[config.mk]
export PLATFORM = sky130hd
export DESIGN_NAME = utf16_to_utf8_transcoder_unit
export DESIGN_NICKNAME = d
export VERILOG_FILES = /design/src/rtl/u2u8_pkg.sv /design/src/rtl/u2u8_front.sv /design/src/rtl/u2u8_queue.sv /design/src/rtl/u2u8_back.sv /design/src/rtl/utf16_to_utf8_transcoder_unit.sv
export SDC_FILE = /design/constraint.sdc
export NUM_CORES = 1
export LEC_CHECK = 0
export BUFFER_PORTS_ARGS = -buffer_cell sky130_fd_sc_hd__buf_4
export CAP_MARGIN = 30
export CORE_UTILIZATION = 26
export CTS_CLUSTER_DIAMETER = 60
export DETAILED_ROUTE_END_ITERATION = 8
export GPL_TIMING_DRIVEN = 0
export PLACE_DENSITY = 0.44
export SETUP_SLACK_MARGIN = 0.15
export SYNTH_ARGS = -nofsm -noshare
export SYNTH_HDL_FRONTEND = slang
export SYNTH_HIERARCHICAL = 1
export SYNTH_SLANG_ARGS = --single-unit
[constraint.sdc]
create_clock -name i_clk -period 5.05 [get_ports i_clk]
set_clock_uncertainty 0.2 [all_clocks]
set_input_delay 0.505 -clock i_clk [delete_from_list [all_inputs] [get_ports i_clk]]
set_output_delay 0.505 -clock i_clk [all_outputs]
set_load 0.05 [all_outputs]
[src/rtl/u2u8_pkg.sv]
// Package for the UTF-16 to UTF-8 transcoder: job type, constants and encoding functions.
`default_nettype none
package u2u8_pkg;

    // Number of queue entries between the front and back parts.
    localparam int U2U8_QUEUE_DEPTH = 2;

    // Top six bits of a surrogate code unit.
    localparam logic [5:0] HIGH_SURR_TAG = 6'b110110;
    localparam logic [5:0] LOW_SURR_TAG  = 6'b110111;

    // Start of the supplementary planes.
    localparam logic [20:0] SUPP_BASE = 21'h10000;

    // Limits between the sequence lengths.
    localparam logic [20:0] LIMIT_ONE   = 21'h80;
    localparam logic [20:0] LIMIT_TWO   = 21'h800;
    localparam logic [20:0] LIMIT_THREE = 21'h10000;

    // One unit of work for the back part: an optional held surrogate to flush
    // as three bytes, then an optional code point to encode.
    typedef struct packed {
        logic        has_flush;
        logic [9:0]  flush_bits;
        logic        has_main;
        logic [20:0] main_cp;
        logic        str_last;
    } t_job;

    // Number of bytes in the UTF-8 form of a code point.
    function automatic logic [2:0] point_len(input logic [20:0] cp);
        logic [2:0] len;
        if (cp < LIMIT_ONE) begin
            len = 3'd1;
        end else if (cp < LIMIT_TWO) begin
            len = 3'd2;
        end else if (cp < LIMIT_THREE) begin
            len = 3'd3;
        end else begin
            len = 3'd4;
        end
        return len;
    endfunction

    // Byte number idx of the UTF-8 form of a code point.
    function automatic logic [7:0] point_byte(input logic [20:0] cp, input logic [1:0] idx);
        logic [2:0] len;
        logic [7:0] b;
        len = point_len(cp);
        b   = {2'b10, cp[5:0]};
        case (len)
            3'd1: begin
                b = cp[7:0];
            end
            3'd2: begin
                if (idx == 2'd0) begin
                    b = {3'b110, cp[10:6]};
                end else begin
                    b = {2'b10, cp[5:0]};
                end
            end
            3'd3: begin
                case (idx)
                    2'd0:    b = {4'b1110, cp[15:12]};
                    2'd1:    b = {2'b10, cp[11:6]};
                    default: b = {2'b10, cp[5:0]};
                endcase
            end
            default: begin
                case (idx)
                    2'd0:    b = {5'b11110, cp[20:18]};
                    2'd1:    b = {2'b10, cp[17:12]};
                    2'd2:    b = {2'b10, cp[11:6]};
                    default: b = {2'b10, cp[5:0]};
                endcase
            end
        endcase
        return b;
    endfunction

endpackage
`default_nettype wire

[src/rtl/u2u8_front.sv]
// Front part: accepts code units, pairs surrogates and issues jobs to the queue.
`default_nettype none
module u2u8_front
    import u2u8_pkg::*;
(
    input  wire logic        i_clk,
    input  wire logic        i_rst_n,
    input  wire logic        i_in_valid,
    output logic             o_in_ready,
    input  wire logic [15:0] i_code_unit,
    input  wire logic        i_string_last,
    input  wire logic        i_q_full,
    output logic             o_push,
    output t_job             o_job
);

    logic       r_held_valid;
    logic [9:0] r_held_bits;
    logic       n_held_valid;
    logic [9:0] n_held_bits;
    logic       is_high;
    logic       is_low;
    logic       accept;
    logic       pair;

    assign o_in_ready = !i_q_full;
    assign accept     = i_in_valid && !i_q_full;
    assign is_high    = (i_code_unit[15:10] == HIGH_SURR_TAG);
    assign is_low     = (i_code_unit[15:10] == LOW_SURR_TAG);
    assign pair       = r_held_valid && is_low;

    // Classify the unit and build the job it causes.
    always_comb begin
        n_held_valid     = r_held_valid;
        n_held_bits      = r_held_bits;
        o_job.str_last   = i_string_last;
        o_job.flush_bits = r_held_bits;
        if (pair) begin
            o_job.has_flush = 1'b0;
            o_job.has_main  = 1'b1;
            o_job.main_cp   = SUPP_BASE + {1'b0, r_held_bits, i_code_unit[9:0]};
            n_held_valid    = 1'b0;
        end else begin
            o_job.has_flush = r_held_valid;
            o_job.has_main  = !(is_high && !i_string_last);
            o_job.main_cp   = {5'd0, i_code_unit};
            n_held_valid    = is_high && !i_string_last;
            n_held_bits     = i_code_unit[9:0];
        end
        o_push = accept && (o_job.has_flush || o_job.has_main);
    end

    // Held surrogate register.
    always_ff @(posedge i_clk) begin
        if (!i_rst_n) begin
            r_held_valid <= 1'b0;
            r_held_bits  <= 10'd0;
        end else if (accept) begin
            r_held_valid <= n_held_valid;
            r_held_bits  <= n_held_bits;
        end
    end

endmodule
`default_nettype wire

[src/rtl/u2u8_queue.sv]
// Short register queue of jobs between the front and back parts.
`default_nettype none
module u2u8_queue
    import u2u8_pkg::*;
#(
    parameter int DEPTH = U2U8_QUEUE_DEPTH
) (
    input  wire logic i_clk,
    input  wire logic i_rst_n,
    input  wire logic i_push,
    input  wire t_job i_job,
    output logic      o_full,
    input  wire logic i_pop,
    output logic      o_valid,
    output t_job      o_job
);

    localparam int PW = (DEPTH > 1) ? $clog2(DEPTH) : 1;
    localparam int CW = $clog2(DEPTH + 1);
    localparam logic [PW-1:0] LAST_PTR = PW'(DEPTH - 1);
    localparam logic [CW-1:0] FULL_CNT = CW'(DEPTH);

    t_job          r_mem [DEPTH];
    logic [PW-1:0] r_wr_ptr;
    logic [PW-1:0] r_rd_ptr;
    logic [CW-1:0] r_count;

    assign o_full  = (r_count == FULL_CNT);
    assign o_valid = (r_count != '0);
    assign o_job   = r_mem[r_rd_ptr];

    // Storage is written without reset.
    always_ff @(posedge i_clk) begin
        if (i_push) begin
            r_mem[r_wr_ptr] <= i_job;
        end
    end

    // Pointers and fill count.
    always_ff @(posedge i_clk) begin
        if (!i_rst_n) begin
            r_wr_ptr <= '0;
            r_rd_ptr <= '0;
            r_count  <= '0;
        end else begin
            if (i_push) begin
                r_wr_ptr <= (r_wr_ptr == LAST_PTR) ? '0 : r_wr_ptr + 1'b1;
            end
            if (i_pop) begin
                r_rd_ptr <= (r_rd_ptr == LAST_PTR) ? '0 : r_rd_ptr + 1'b1;
            end
            if (i_push && !i_pop) begin
                r_count <= r_count + 1'b1;
            end else if (!i_push && i_pop) begin
                r_count <= r_count - 1'b1;
            end
        end
    end

endmodule
`default_nettype wire

[src/rtl/u2u8_back.sv]
// Back part: expands each job into UTF-8 bytes, one per cycle while the output is not stalled, into an output register.
`default_nettype none
module u2u8_back
    import u2u8_pkg::*;
(
    input  wire logic        i_clk,
    input  wire logic        i_rst_n,
    input  wire logic        i_q_valid,
    input  wire t_job        i_job,
    output logic             o_pop,
    output logic             o_out_valid,
    input  wire logic        i_out_ready,
    output logic [7:0]       o_utf8_byte,
    output logic             o_run_last,
    output logic             o_string_end
);

    logic        r_phase_main;
    logic [1:0]  r_idx;
    logic        r_out_valid;
    logic [7:0]  r_byte;
    logic        r_run_last;
    logic        r_string_end;
    logic        on_flush;
    logic [20:0] cp_sel;
    logic [2:0]  len_sel;
    logic        part_done;
    logic        job_done;
    logic        load;

    // Pick the code point being expanded and see where its bytes end.
    always_comb begin
        on_flush  = i_job.has_flush && !r_phase_main;
        cp_sel    = on_flush ? {5'd0, HIGH_SURR_TAG, i_job.flush_bits} : i_job.main_cp;
        len_sel   = point_len(cp_sel);
        part_done = ({1'b0, r_idx} == (len_sel - 3'd1));
        job_done  = part_done && !(on_flush && i_job.has_main);
        load      = i_q_valid && (!r_out_valid || i_out_ready);
        o_pop     = load && job_done;
    end

    // Byte sequencer and output register.
    always_ff @(posedge i_clk) begin
        if (!i_rst_n) begin
            r_phase_main <= 1'b0;
            r_idx        <= 2'd0;
            r_out_valid  <= 1'b0;
        end else begin
            if (load) begin
                r_out_valid <= 1'b1;
                if (job_done) begin
                    r_phase_main <= 1'b0;
                    r_idx        <= 2'd0;
                end else if (part_done) begin
                    r_phase_main <= 1'b1;
                    r_idx        <= 2'd0;
                end else begin
                    r_idx <= r_idx + 2'd1;
                end
            end else if (i_out_ready) begin
                r_out_valid <= 1'b0;
            end
        end
    end

    // Output payload needs no reset.
    always_ff @(posedge i_clk) begin
        if (load) begin
            r_byte       <= point_byte(cp_sel, r_idx);
            r_run_last   <= job_done;
            r_string_end <= job_done && i_job.str_last;
        end
    end

    assign o_out_valid  = r_out_valid;
    assign o_utf8_byte  = r_byte;
    assign o_run_last   = r_run_last;
    assign o_string_end = r_string_end;

endmodule
`default_nettype wire

[src/rtl/utf16_to_utf8_transcoder_unit.sv]
// Top level of the UTF-16 to UTF-8 transcoder.
//
//   Channel  Direction  Handshake                     Payload
//   in       input      i_in_valid / o_in_ready       i_code_unit, i_string_last
//   out      output     o_out_valid / i_out_ready     o_utf8_byte, o_run_last, o_string_end
//
// A code unit is taken whenever the job queue has room; the back part sends one byte
// per cycle while the output is ready, and a unit yields 0 to 6 bytes (typically 1 to 3).
// The output port's one-byte-per-cycle rate sets the throughput.
// Reset is synchronous and active low; it empties the queue and drops a held surrogate.
// Either side may stall: the queue lets the front keep taking units while output waits, until it is full.
`default_nettype none
module utf16_to_utf8_transcoder_unit
    import u2u8_pkg::*;
#(
    parameter int QUEUE_DEPTH = U2U8_QUEUE_DEPTH
) (
    input  wire logic        i_clk,
    input  wire logic        i_rst_n,
    input  wire logic        i_in_valid,
    output logic             o_in_ready,
    input  wire logic [15:0] i_code_unit,
    input  wire logic        i_string_last,
    output logic             o_out_valid,
    input  wire logic        i_out_ready,
    output logic [7:0]       o_utf8_byte,
    output logic             o_run_last,
    output logic             o_string_end
);

    logic q_full;
    logic q_push;
    logic q_pop;
    logic q_valid;
    t_job push_job;
    t_job head_job;

    // Front part: surrogate pairing.
    u2u8_front u_front (
        .i_clk         (i_clk),
        .i_rst_n       (i_rst_n),
        .i_in_valid    (i_in_valid),
        .o_in_ready    (o_in_ready),
        .i_code_unit   (i_code_unit),
        .i_string_last (i_string_last),
        .i_q_full      (q_full),
        .o_push        (q_push),
        .o_job         (push_job)
    );

    // Job queue.
    u2u8_queue #(
        .DEPTH (QUEUE_DEPTH)
    ) u_queue (
        .i_clk   (i_clk),
        .i_rst_n (i_rst_n),
        .i_push  (q_push),
        .i_job   (push_job),
        .o_full  (q_full),
        .i_pop   (q_pop),
        .o_valid (q_valid),
        .o_job   (head_job)
    );

    // Back part: byte generation.
    u2u8_back u_back (
        .i_clk        (i_clk),
        .i_rst_n      (i_rst_n),
        .i_q_valid    (q_valid),
        .i_job        (head_job),
        .o_pop        (q_pop),
        .o_out_valid  (o_out_valid),
        .i_out_ready  (i_out_ready),
        .o_utf8_byte  (o_utf8_byte),
        .o_run_last   (o_run_last),
        .o_string_end (o_string_end)
    );

endmodule
`default_nettype wire

Yosys cells after proc, flatten, opt, wreduce, memory -nomap -nowiden. Memories as Yosys holds them, arrays and structs flattened. A register that Yosys moved wholly into a read port is not among the register bits. Index checks and enable logic that the tools add are counted.

Register bits: 29. Memory bits (writable): 68. Input port bits: 21. Memories kept: 1.

$add $sub $neg: 7. Order comparisons: 3. Eq/ne operators: 9. Multiplexer cells: 26. Bitwise logic cells: 1. Reduce and logical (&&, ||, !) cells: 29.

Memory list: u_queue.r_mem (words 2, bits a word 34, rd ports 1, clocked after Yosys merged registers in 1, wr ports 1, line u2u8_queue.sv:23) `t_job r_mem [DEPTH];`.

Operator list (number): 8-bit case mux with 3 select lines (1); 22-bit 2-to-1 mux (1); 17-bit by 20-bit adder with 21-bit output (first input constant) (1); 21-bit by 12-bit < comparator with 1-bit output (second input constant) (1); 21-bit by 17-bit < comparator with 1-bit output (second input constant) (1); 21-bit by 8-bit < comparator with 1-bit output (second input constant) (1); 21-bit 2-to-1 mux (1); 7-bit case mux with 3 select lines (1); 7-bit case mux with 2 select lines (1); 6-bit == test (second input constant) (2); 1-bit logical AND (12); 1-bit 2-to-1 mux (12); 3-bit 2-to-1 mux (4); 1-bit zero test (8); 2-bit 2-to-1 mux (4); 2-bit nonzero test (4); 7-bit 2-to-1 mux (1); 3-bit by 2-bit == test with 1-bit output (second input constant) (2); 2-bit by 1-bit adder with 2-bit output (second input constant) (2); 2-bit == test (second input constant) (2); 2-bit AND reduction (2); 2-bit by 3-bit == test with 1-bit output (1); 3-bit by 1-bit == test with 1-bit output (second input constant) (1); 3-bit by 1-bit subtractor with 3-bit output (second input constant) (1); other kinds (6) (8).

Logic depth before layout (Yosys ltp).
Depth in word-level cells: 14. Gate-level depth with buffers: 20.

Cells and area by module. Netlist, hierarchy kept.

Modules (own cells, without submodules): u2u8_queue (instances 1, cells an instance 128, area each 2673.8 sq um, sequential area each 2142.1 sq um); u2u8_back (instances 1, cells an instance 161, area each 1367.6 sq um, sequential area each 380.4 sq um); u2u8_front (instances 1, cells an instance 88, area each 744.5 sq um, sequential area each 220.2 sq um).

Worst setup path before layout. No wires, ideal clock.

Kind: reg2reg. Start: register with a tool-made name. End: register u_queue.r_count[1]. Arrival time: 3.685 ns. Path slack: 1.095 ns. Cell stages (with the launch flop): 18. Clock period less this slack: 3.955 ns. Cells stage by stage: dfxtp_1 > buf_2 > buf_4 > mux2_2 > or4_4 > nor3_2 > and3_1 > buf_6 > nor2_1 > ha_1 > xor2_1 > nor2_1 > mux2i_2 > nor2_1 > inv_1 > ha_1 > or3_1 > a21boi_1.

RTL lines: to (signal assigned) (line u2u8_queue.sv:53) `r_count <= r_count + 1'b1;`; to (signal assigned) (line u2u8_queue.sv:55) `r_count <= r_count - 1'b1;`; to (decl) (line u2u8_queue.sv:26) `logic [CW-1:0] r_count;`.

==> metrics <==
cells along the critical path buf_2 > buf_4 > mux2_2 > or4_4 > nor3_2 > and3_1 > buf_6 > nor2_1 > ha_1 > xor2_1 > nor2_1 > mux2i_2 > nor2_1 > inv_1 > ha_1 > or3_1 > a21boi_1; Max Cap Violations 0; Root Driver clkbuf_16; cts bufs inserted 9; CTS sink cnt 98; Initial Util a little over a quarter; gr usage total 13.15%; DIE AREA about 19,000 um2; I/O pin cnt 33; EDFF count, synth between 70 and 80; Final ANT Viol Nets 0; post_cts resized 0; Peak Freq between 0.2 and 0.25 GHz; layout cells sized above 1 30.52%; TritonCTS clock tree built; FF+latch area 2743 um2; Hold WC Path Type input port to register; Worst Path Max Fanout 10; Req. time, crit path 5130 ps; Area Overhead vs Synth 17.25%; Worst Path Arrival approximately 4600 ps; Vias per Instance between 4 and 5; Post-Route WL around 12,000 um; max-slew violations 0; final setup fails 0; largest net degree at the start of global routing 35; final core occ between 30 and 40%; Yosys cell types 63; final hold violation count 0; FF-to-FF setup slack 580 ps; Worst-Margin Slew a little over 900 ps; Final min period 4472 ps; Post-Syn Instances 377; CP max stage delay 560 ps; syn nets 406; most frequent CP cell nor2_1; Overflow after GRT 0; Placer Congestion 0.8323; worst skew pair latency 350 ps; commonest non-fill, non-tap cells in the layout edfxtp_1, buf_4, nand2_1; post-synthesis cell area 4786 um2; I/O Buffers 32; core area 18,020 um2; DR DRC count 0; hold depth 3; initial antenna violation count 0; vias post-DR 3,092; Hold EP u_front/r_held_bits[4]; Power Density approximately 560 nW/um2; Post-CTS Hold Buffers 0; Max IR drop VDD 0.1918 mV; outcome finished clean; die height between 100 and 150 um; Detailed Place HPWL a little over 8000 um; #FFs+latches synth 98; r2r endpoint u_queue/r_count[1]; Setup crit end kind register; clock slew at reported path FFs 70 ps; sequential-to-total area share from yosys stat a little under three fifths; Leak 2.047 nW; RSZ-0062 raised after global routing no; Fillers 1,849; Setup Total Neg Slack 0 ps; worst r2r path cells 17; initial drt markers 208; global-route wire length before repair 17,880 um; Worst setup SP type register; Crit-path slowest cell or4_4; Setup CP Type register to register; antenna cells 0; Routed wire per std cell 17.69 um; hold_sp i_code_unit[4]; most common cell after layout, fill and taps aside edfxtp_1; WP buf/inv 4; setup bufs post-CTS 0; fin crit share 88.56%; syn avg cell area 12.69 um2; Worst slew margin 39.06%; CP delay by family, top simple AND/OR/NAND/NOR gates; Total Nets Final between 400 and 500; htree depth 3; Synth warnings 6; post-synthesis async set-or-reset flop share 0%; num rows 49; vias in the first global route approximately 3k; die width between 100 and 150 um; drt first pass iters 9; worst-case clock buffer depth 2; Multi-input gate area 1821 um2; Post-synth top flop edfxtp_1
worst min-delay path, delay by kind of cell:
kind	cells	cell delay (ps)
buffers and inverters	1	110
muxes	1	50
and+or+nand+nor	1	40
synthesized netlist by cell type (all sizes together) (4+ instances only):
library cell	number	area share (%)
nor2b	5	0.65
inv	13	1.0
o21a	4	0.63
mux2i	18	3.8
nor2	18	1.5
nand2	41	3.4
nand3	16	1.7
o211ai	4	0.63
o21ai	17	1.8
a21oi	8	0.99
edfxtp	78	49
ha	8	2.1
dfxtp	20	8.4
xor2	4	0.73
mux2	37	8.9
buf	24	3.7
and2	5	0.65
state kept, by name, indices dropped and copies added (netlist names), 2 cells and up, named ones only:
name,cells
u_queue/r_mem,68
u_front/r_held_bits,10
u_back/o_utf8_byte,8
u_back/r_idx,2
u_queue/r_count,2
final cells by class:
cell class                      count  share of cell area, %
Clock buffer                       11                  4.147
Clock inverter                      5                 0.5351
Timing Repair Buffer               33                  4.771
Sequential cell                    98                  48.87
Buffer                             26                  3.255
Inverter                           13                 0.8696
Tap cell                          229                  5.106
Multi-Input combinational cell    240                  32.44
worst max path at each step:
stage	from	endpoint	slack, ps	depth (start not counted)
after global placement	i_code_unit[15]	u_queue/r_mem[0][10]	400	6
after CTS	register	u_queue/r_count[1]	530	17
after global routing	register	u_queue/r_count[1]	350	17
final	register	u_queue/r_count[1]	580	17
after detailed placement	register	u_queue/r_count[1]	560	17
after floorplan	register	u_queue/r_count[1]	1090	17
where the power goes:
group,switching [W],internal (W)
combinational,0.000903,0.000514
sequential,0.0000546,0.00107
clock,0.000297,0.000333
total,0.00125,0.00191
layer usage:
metal  track usage [%]  up-vias  wire length (um)
met1             16.78     1514              5292
met5                 0        -                 0
met2             21.44       79              5564
li1                  -     1484                 -
met4             5.800        0               206
met3             2.612       15               526
through the flow:
| step | hold WS, ps | total power [W] | cells | area (um2) | setup WS [ps] |
|---|---|---|---|---|---|
| global placement | 271.8 | 0.002550 | 638 | 5313 | 397.6 |
| CTS | 202.0 | 0.003203 | 655 | 5612 | 534.6 |
| global route | 220.9 | 0.003352 | 655 | 5612 | 353.3 |
| floorplan | 247.5 | 0.002135 | 377 | 4786 | 1095 |
| finish | 214.3 | 0.003167 | 655 | 5612 | 577.6 |
| detailed placement | 283.1 | 0.002562 | 639 | 5349 | 559.4 |
kinds of logic after synthesis:
logic type | after synthesis | synth area share, %
simple gates | 108 | 11.71
flops | 98 | 57.31
compound gates | 63 | 10.17
mux | 55 | 12.78
buf+inv | 39 | 4.837
fa+ha+maj | 8 | 2.092
xor+xnor | 6 | 1.098
(Power assumes the default switching activity.)
